### src/hdl/dma_pkg.sv
// ----------------------------------------------------------------------------
// dma_pkg
// Shared sizes and types of the dual moving average: window lengths, sum and
// count widths, divider step sizing and the entry format of the work queue.
// ----------------------------------------------------------------------------
package dma_pkg;

	localparam int SHORT_WINDOW = 5;
	localparam int LONG_WINDOW  = 10;
	localparam int SAMPLE_BITS  = 32;

	localparam int VOLUME_BITS  = 32;
	localparam int AVG_BITS     = 40;
	localparam int FRAC_BITS    = 8;

	localparam int IN_DATA_BITS  = ((VOLUME_BITS + 7) / 8) * 8;
	localparam int OUT_DATA_BITS = ((2 * AVG_BITS + 7) / 8) * 8;

	localparam int HIST_DEPTH = (SHORT_WINDOW > LONG_WINDOW) ? SHORT_WINDOW : LONG_WINDOW;
	localparam int CNT_BITS   = $clog2(HIST_DEPTH + 1);

	localparam int SHORT_SUM_BITS = SAMPLE_BITS + $clog2(SHORT_WINDOW);
	localparam int LONG_SUM_BITS  = SAMPLE_BITS + $clog2(LONG_WINDOW);
	localparam int MAX_SUM_BITS   = (SHORT_SUM_BITS > LONG_SUM_BITS) ?
		SHORT_SUM_BITS : LONG_SUM_BITS;

	localparam int STEP_BITS     = 8;
	localparam int DIV_W         = ((MAX_SUM_BITS + FRAC_BITS + STEP_BITS - 1) / STEP_BITS)
		* STEP_BITS;
	localparam int DIV_STEPS     = DIV_W / STEP_BITS;
	localparam int STEP_CNT_BITS = (DIV_STEPS > 1) ? $clog2(DIV_STEPS) : 1;

	localparam int QUEUE_DEPTH = 2;
	localparam int QPTR_BITS   = (QUEUE_DEPTH > 1) ? $clog2(QUEUE_DEPTH) : 1;
	localparam int QCNT_BITS   = $clog2(QUEUE_DEPTH + 1);

	typedef logic [SAMPLE_BITS-1:0] sample_t;

	typedef struct packed {
		logic [SHORT_SUM_BITS-1:0] short_sum;
		logic [LONG_SUM_BITS-1:0]  long_sum;
		logic [CNT_BITS-1:0]       n_short;
		logic [CNT_BITS-1:0]       n_long;
	} q_entry_t;

	typedef struct packed {
		logic full;
		logic empty;
	} q_status_t;

endpackage

### src/hdl/dual_moving_average.sv
// ----------------------------------------------------------------------------
// dual_moving_average
// Short and long window simple moving averages of a volume stream, unsigned
// fixed point with 8 fraction bits, truncated.
//
//   channel   dir  tdata                            tuser
//   s_axis    in   volume[31:0]                     start_of_series
//   m_axis    out  avg_short[39:0], avg_long[79:40]  -
//
// the front end takes one item per cycle while the two-entry queue has room
// each result takes the divider from IDLE through RUN to DONE, and a new item
// is popped only in IDLE, after the last result has moved to the output register
// reset clears the delay line, sums, sample count, queue and output valid flag
// a stalled output holds the divider in its done state; the queue then fills
// and s_axis_tready drops
// ----------------------------------------------------------------------------
module dual_moving_average (
	input  logic                               clk,
	input  logic                               arst_n,
	input  logic                               s_axis_tvalid,
	output logic                               s_axis_tready,
	input  logic [dma_pkg::IN_DATA_BITS-1:0]  s_axis_tdata,  // volume
	input  logic                               s_axis_tuser,  // start_of_series
	output logic                               m_axis_tvalid,
	input  logic                               m_axis_tready,
	output logic [dma_pkg::OUT_DATA_BITS-1:0] m_axis_tdata   // avg_short, avg_long
);
	import dma_pkg::*;

	q_status_t q_status;
	q_entry_t  push_entry, pop_entry;
	logic      push, pop;

	dma_front u_front (
		.clk             (clk),
		.arst_n          (arst_n),
		.in_valid        (s_axis_tvalid),
		.in_ready        (s_axis_tready),
		.volume          (s_axis_tdata[VOLUME_BITS-1:0]),
		.start_of_series (s_axis_tuser),
		.q_status        (q_status),
		.push            (push),
		.push_entry      (push_entry)
	);

	dma_queue u_queue (
		.clk        (clk),
		.arst_n     (arst_n),
		.push       (push),
		.push_entry (push_entry),
		.pop        (pop),
		.pop_entry  (pop_entry),
		.status     (q_status)
	);

	dma_divider u_divider (
		.clk       (clk),
		.arst_n    (arst_n),
		.q_status  (q_status),
		.pop_entry (pop_entry),
		.pop       (pop),
		.out_valid (m_axis_tvalid),
		.out_ready (m_axis_tready),
		.out_data  (m_axis_tdata)
	);

	a_divisor_nonzero: assert property (@(posedge clk) disable iff (!arst_n)
		push |-> (push_entry.n_short != '0) && (push_entry.n_long != '0))
		else $error("zero divisor pushed");

	a_divisor_capped: assert property (@(posedge clk) disable iff (!arst_n)
		push |-> (push_entry.n_short <= CNT_BITS'(SHORT_WINDOW))
			&& (push_entry.n_long <= CNT_BITS'(LONG_WINDOW)))
		else $error("divisor above window length");

	a_queue_status: assert property (@(posedge clk) disable iff (!arst_n)
		!(q_status.full && q_status.empty))
		else $error("queue full and empty at once");

	a_pop_spacing: assert property (@(posedge clk) disable iff (!arst_n)
		pop |=> !pop)
		else $error("divider popped while busy");

endmodule

### src/hdl/dma_front.sv
// ----------------------------------------------------------------------------
// dma_front
// Accepts samples, keeps the delay line, running sums and sample count, and
// pushes the updated sums with their divisors into the work queue.
// ----------------------------------------------------------------------------
module dma_front (
	input  logic                          clk,
	input  logic                          arst_n,
	input  logic                          in_valid,
	output logic                          in_ready,
	input  logic [dma_pkg::VOLUME_BITS-1:0] volume,
	input  logic                          start_of_series,
	input  dma_pkg::q_status_t            q_status,
	output logic                          push,
	output dma_pkg::q_entry_t             push_entry
);
	import dma_pkg::*;

	sample_t                   hist_q [HIST_DEPTH];
	logic [SHORT_SUM_BITS-1:0] short_sum_q;
	logic [LONG_SUM_BITS-1:0]  long_sum_q;
	logic [CNT_BITS-1:0]       seen_q;

	sample_t                   sample;
	sample_t                   hist_eff [HIST_DEPTH];
	logic [SHORT_SUM_BITS-1:0] short_base, short_drop, short_next;
	logic [LONG_SUM_BITS-1:0]  long_base, long_drop, long_next;
	logic [CNT_BITS-1:0]       seen_eff, seen_next;

	assign in_ready = !q_status.full;
	assign push     = in_valid && in_ready;
	assign sample   = SAMPLE_BITS'(volume);

	always_comb begin
		for (int i = 0; i < HIST_DEPTH; i++) begin
			hist_eff[i] = start_of_series ? '0 : hist_q[i];
		end
		seen_eff   = start_of_series ? '0 : seen_q;
		short_base = start_of_series ? '0 : short_sum_q;
		long_base  = start_of_series ? '0 : long_sum_q;
		short_drop = (seen_eff >= CNT_BITS'(SHORT_WINDOW)) ?
			SHORT_SUM_BITS'(hist_eff[SHORT_WINDOW-1]) : '0;
		long_drop  = (seen_eff >= CNT_BITS'(LONG_WINDOW)) ?
			LONG_SUM_BITS'(hist_eff[LONG_WINDOW-1]) : '0;
		short_next = short_base - short_drop + SHORT_SUM_BITS'(sample);
		long_next  = long_base - long_drop + LONG_SUM_BITS'(sample);
		seen_next  = (seen_eff < CNT_BITS'(HIST_DEPTH)) ? seen_eff + 1'b1 : seen_eff;

		push_entry.short_sum = short_next;
		push_entry.long_sum  = long_next;
		push_entry.n_short   = (seen_next < CNT_BITS'(SHORT_WINDOW)) ?
			seen_next : CNT_BITS'(SHORT_WINDOW);
		push_entry.n_long    = (seen_next < CNT_BITS'(LONG_WINDOW)) ?
			seen_next : CNT_BITS'(LONG_WINDOW);
	end

	always_ff @(posedge clk or negedge arst_n) begin
		if (!arst_n) begin
			for (int i = 0; i < HIST_DEPTH; i++) begin
				hist_q[i] <= '0;
			end
			short_sum_q <= '0;
			long_sum_q  <= '0;
			seen_q      <= '0;
		end else if (push) begin
			hist_q[0] <= sample;
			for (int i = 1; i < HIST_DEPTH; i++) begin
				hist_q[i] <= hist_eff[i-1];
			end
			short_sum_q <= short_next;
			long_sum_q  <= long_next;
			seen_q      <= seen_next;
		end
	end

endmodule

### src/hdl/dma_queue.sv
// ----------------------------------------------------------------------------
// dma_queue
// Short first-in first-out queue of sums and divisors between the front end
// and the divider.
// ----------------------------------------------------------------------------
module dma_queue (
	input  logic              clk,
	input  logic              arst_n,
	input  logic              push,
	input  dma_pkg::q_entry_t push_entry,
	input  logic              pop,
	output dma_pkg::q_entry_t pop_entry,
	output dma_pkg::q_status_t status
);
	import dma_pkg::*;

	q_entry_t             mem_q [QUEUE_DEPTH];
	logic [QPTR_BITS-1:0] wr_ptr_q, rd_ptr_q;
	logic [QCNT_BITS-1:0] count_q;

	function automatic logic [QPTR_BITS-1:0] ptr_inc(input logic [QPTR_BITS-1:0] p);
		return (p == QPTR_BITS'(QUEUE_DEPTH - 1)) ? '0 : p + 1'b1;
	endfunction

	assign status.full  = (count_q == QCNT_BITS'(QUEUE_DEPTH));
	assign status.empty = (count_q == '0);
	assign pop_entry    = mem_q[rd_ptr_q];

	always_ff @(posedge clk) begin
		if (push) begin
			mem_q[wr_ptr_q] <= push_entry;
		end
	end

	always_ff @(posedge clk or negedge arst_n) begin
		if (!arst_n) begin
			wr_ptr_q <= '0;
			rd_ptr_q <= '0;
			count_q  <= '0;
		end else begin
			if (push) begin
				wr_ptr_q <= ptr_inc(wr_ptr_q);
			end
			if (pop) begin
				rd_ptr_q <= ptr_inc(rd_ptr_q);
			end
			if (push && !pop) begin
				count_q <= count_q + 1'b1;
			end else if (pop && !push) begin
				count_q <= count_q - 1'b1;
			end
		end
	end

endmodule

### src/hdl/dma_divider.sv
// ----------------------------------------------------------------------------
// dma_divider
// Two radix-256 restoring dividers that work in step: each takes the scaled
// sum of one window and divides it by that window's sample count, then the
// averages wait in the output register.
// ----------------------------------------------------------------------------
module dma_divider (
	input  logic                               clk,
	input  logic                               arst_n,
	input  dma_pkg::q_status_t                 q_status,
	input  dma_pkg::q_entry_t                  pop_entry,
	output logic                               pop,
	output logic                               out_valid,
	input  logic                               out_ready,
	output logic [dma_pkg::OUT_DATA_BITS-1:0] out_data
);
	import dma_pkg::*;

	typedef enum logic [1:0] {
		IDLE,
		RUN,
		DONE
	} state_t;

	typedef struct packed {
		logic [CNT_BITS-1:0] rem;
		logic [DIV_W-1:0]    work;
	} div_t;

	state_t                   state_q;
	logic [STEP_CNT_BITS-1:0] step_q;
	div_t                     short_q, long_q;
	logic [CNT_BITS-1:0]      d_short_q, d_long_q;
	logic                     out_valid_q;
	logic [AVG_BITS-1:0]      avg_short_q, avg_long_q;

	div_t short_step, long_step;
	logic load_out;

	function automatic div_t div_step(input div_t cur, input logic [CNT_BITS-1:0] d);
		div_t              r;
		logic [CNT_BITS:0] t;
		r = cur;
		for (int i = 0; i < STEP_BITS; i++) begin
			t = {r.rem, r.work[DIV_W-1]};
			if (t >= {1'b0, d}) begin
				t = t - {1'b0, d};
				r.work = {r.work[DIV_W-2:0], 1'b1};
			end else begin
				r.work = {r.work[DIV_W-2:0], 1'b0};
			end
			r.rem = t[CNT_BITS-1:0];
		end
		return r;
	endfunction

	assign short_step = div_step(short_q, d_short_q);
	assign long_step  = div_step(long_q, d_long_q);
	assign pop        = (state_q == IDLE) && !q_status.empty;
	assign load_out   = (state_q == DONE) && (!out_valid_q || out_ready);
	assign out_valid  = out_valid_q;
	assign out_data   = OUT_DATA_BITS'({avg_long_q, avg_short_q});

	always_ff @(posedge clk or negedge arst_n) begin
		if (!arst_n) begin
			state_q     <= IDLE;
			step_q      <= '0;
			out_valid_q <= 1'b0;
		end else begin
			if (load_out) begin
				out_valid_q <= 1'b1;
				avg_short_q <= AVG_BITS'(short_q.work);
				avg_long_q  <= AVG_BITS'(long_q.work);
			end else if (out_ready) begin
				out_valid_q <= 1'b0;
			end
			case (state_q)
				IDLE: begin
					if (pop) begin
						short_q.rem  <= '0;
						short_q.work <= DIV_W'({pop_entry.short_sum, FRAC_BITS'(0)});
						long_q.rem   <= '0;
						long_q.work  <= DIV_W'({pop_entry.long_sum, FRAC_BITS'(0)});
						d_short_q    <= pop_entry.n_short;
						d_long_q     <= pop_entry.n_long;
						step_q       <= '0;
						state_q      <= RUN;
					end
				end
				RUN: begin
					short_q <= short_step;
					long_q  <= long_step;
					step_q  <= step_q + 1'b1;
					if (step_q == STEP_CNT_BITS'(DIV_STEPS - 1)) begin
						state_q <= DONE;
					end
				end
				DONE: begin
					if (load_out) begin
						state_q <= IDLE;
					end
				end
				default: begin
					state_q <= IDLE;
				end
			endcase
		end
	end

endmodule

### config.mk
export PLATFORM = sky130hd
export DESIGN_NAME = dual_moving_average
export DESIGN_NICKNAME = d
export VERILOG_FILES = /design/src/hdl/dma_pkg.sv /design/src/hdl/dual_moving_average.sv /design/src/hdl/dma_front.sv /design/src/hdl/dma_queue.sv /design/src/hdl/dma_divider.sv
export SDC_FILE = /design/constraint.sdc
export NUM_CORES = 2
export LEC_CHECK = 0
export ABC_AREA = 1
export BUFFER_PORTS_ARGS = -buffer_cell sky130_fd_sc_hd__clkbuf_2
export CAP_MARGIN = 10
export CORE_ASPECT_RATIO = 0.8
export CORE_MARGIN = 3
export CORE_UTILIZATION = 45
export CTS_CLUSTER_SIZE = 12
export DETAILED_ROUTE_END_ITERATION = 7
export GPL_TIMING_DRIVEN = 0
export SYNTH_ARGS = -nofsm -noshare
export SYNTH_HDL_FRONTEND = slang
export SYNTH_SLANG_ARGS = --single-unit
### constraint.sdc
create_clock -name clk -period 30 [get_ports clk]
set_input_delay 6 -clock clk [delete_from_list [all_inputs] [get_ports clk]]
set_output_delay 6 -clock clk [all_outputs]
set_load 0.03 [all_outputs]
==> run summary <==
Final Skew: 0.0351 ns
Final Hold Viols: 0
Std cell rows: 93
Cell family with the largest share of critical-path delay: simple AND/OR/NAND/NOR gates
Syn_area_per_cell: 9.71 um2
Max-Cap Viols: 0
Buf/Inv on CP: 8
Post-synth ARST share: 53.6%
Die Width: 328 um
Worst Hold Class: reg2reg
Commonest non-fill, non-tap cells in the layout: 796 x nand2_1, 523 x inv_1, 405 x dfrtp_1, 350 x edfxtp_1, 289 x o21ai_0
Worst slack, placed: 17.05 ns
Vias per Instance: 5.18
Crit path arrival time: 13.54 ns
First-pass GRT wire length: 158 mm
Die Y: 264 um
Worst Setup Path Type: reg2reg
Gpl congestion: 0.911
Clk sinks: 755
Dominant cell type by area after synthesis: edfxtp_1
Mapped Area: 37400 um2
Hold Slack: 0.449 ns
Multi-input logic area: 14100 um2
Worst-Skew Late Latency: 0.65 ns
Final Max Tran Viols: 0
Via count: 27000
RSZ-0062 raised after global routing: no
Commonest non-fill, non-tap cell in the layout: nand2_1
Post-Route Setup TNS: 0 ns
Synth unique cells: 62
Total CTS buffers: 80
All-Layer GR Usage: 23.8%
# hold bufs at CTS: 0
Initial Util: 46.0%
Post-cts resize count: 0
Largest stage delay, worst path: 0.70 ns
Post-synthesis sequential area ratio: 55.2%
DR iter-0 viols: 2329
Post-synth EDFFs: 350
Synth warnings: 0
CTS tree: done
Largest fanout on the critical path: 10
Post-CTS setup buffers: 0
Die area: 86600 um2
Critical-path top delay cell: edfxtp_1
Synth top area share: 28.1%
Share of post-route cells with drive strength above 1: 8.18%
H-Tree Depth: 3
Fmax: 76.0 MHz
CTS clk-pin slew, worst paths: 0.06 ns
Setup crit start kind: flip-flop
Fillers: 7423
Final ANT Viol Nets: 0
Layout Nets: 4327
Worst setup EP type: flip-flop
Finished Layout Cells: 5219
Number of global-route vias before repair: 26500
Initial antenna violation count: 5
Most Frequent Cell on Critical Path: nand2_1
GR Overflow Total: 0
Final Routed Wirelength: 103 mm
Area contributors post-synth: edfxtp_1 28%, dfrtp_1 27%, nand2_1 8.0%, inv_1 5.3%, ha_1 4.8%
Storage cell area: 20600 um2
CORE AREA: 81300 um2
Drt drc: 0
Initial DRT Pass Iterations: 6
Avg WL per Cell: 19.7 um
Area growth syn-to-layout: 13.1%
Outcome: complete, no violations
Inst Count DP: 5078
DP HPWL: 77.3 mm
Minimum clock period after layout: 13.16 ns
Tightest Pin Transition: 1.33 ns
Max clock buf depth: 3
Worst EP required: 30.38 ns
Post-Synthesis Cells: 3848
Ys flop type: dfrtp_1
Largest net degree at the start of global routing: 107
Flops & latches, synth: 755
Buffers added on ports: 118
I/O pins: 119
Fin crit share: 43.9%
Max_slew headroom: 11.3%
Cell at the root of the clock tree: clkbuf_16
Final setup vio count: 0
Worst Slack Setup Final: 16.84 ns
## state kept, by name, indices dropped and copies added, names as in the netlist, 3 cells and up
register,flops
u_divider.long_q,52
u_front.seen_q,4
u_divider.avg_long_q,40
u_front.short_sum_q,35
u_divider.short_q,52
u_divider.avg_short_q,40
u_divider.d_long_q,4
u_front.long_sum_q,36
u_divider.d_short_q,4
u_queue.mem_q,158
u_front.hist_q,320
u_divider.step_q,3
## kinds of logic (layout without fill, tap and decap cells)
family	count (synthesis)	after routing	synth area share [%]
xor gates and xnor gates	91	91	2.13
other	1	7	0.0100
and+or+nand+nor	1362	1362	15.7
adders and majority gates	222	222	9.04
AOI/OAI and AO/OA	711	711	10.7
buffers and inverters	706	979	7.14
DFF	755	755	55.2
## Yosys cell counts, types with 20 or more instances
library cell and instances:
a21oi_1 236, buf_1 25, clkbuf_1 143, dfrtp_1 405, edfxtp_1 350, fa_1 80
ha_1 142, inv_1 523, nand2_1 796, nand2_2 21, nand3_1 204, nor2_1 226
nor3_1 48, o21ai_0 289, o21ai_1 20, o31ai_1 97, xnor2_1 40, xor2_1 51
## per-stage QoR
step                      utilization [%]  cell area (um2)
final                                52.0            42300
after global routing                 51.9            42300
after CTS                            51.9            42300
after detailed placement             48.8            39700
after global placement               48.4            39300
after floorplan                         -            37400
## routing by layer
| metal | part of all wire, % | track usage [%] |
|---|---|---|
| met5 | 0.017 | 0 |
| met4 | 3.0 | 7.38 |
| met3 | 7.2 | 5.65 |
| met2 | 43 | 35.4 |
| met1 | 47 | 34.7 |
## area by class of cell
class / instances / area share (%)
Sequential cell: 755 / 48.8
Buffer: 172 / 1.57
Inverter: 534 / 4.74
Antenna cell: 5 / 0.0296
Multi-Input combinational cell: 2388 / 33.3
Timing Repair Buffer: 137 / 2.22
Clock buffer: 116 / 5.37
Tap cell: 1092 / 3.23
Clock inverter: 20 / 0.645
## final timing paths
| kind | start | endpoint | slack [ns] | depth (start not counted) |
|---|---|---|---|---|
| setup reg to reg | u_divider.d_long_q[1] | u_divider.long_q[51] | 16.84 | 74 |
| max in group asynchronous | arst_n | u_front.long_sum_q[17] | 22.97 | 3 |
| setup / recovery | u_divider.d_long_q[1] | u_divider.long_q[51] | 16.84 | 74 |
| hold reg to reg | u_divider.long_q[37] | u_divider.avg_long_q[37] | 0.45 | 0 |
| hold / removal | u_divider.long_q[37] | u_divider.avg_long_q[37] | 0.45 | 0 |
| min in group asynchronous | arst_n | u_front.hist_q[267] | 5.47 | 1 |
Power is not shown: default switching activity piles up to over one toggle a cycle in this logic, so the estimate is an artifact.
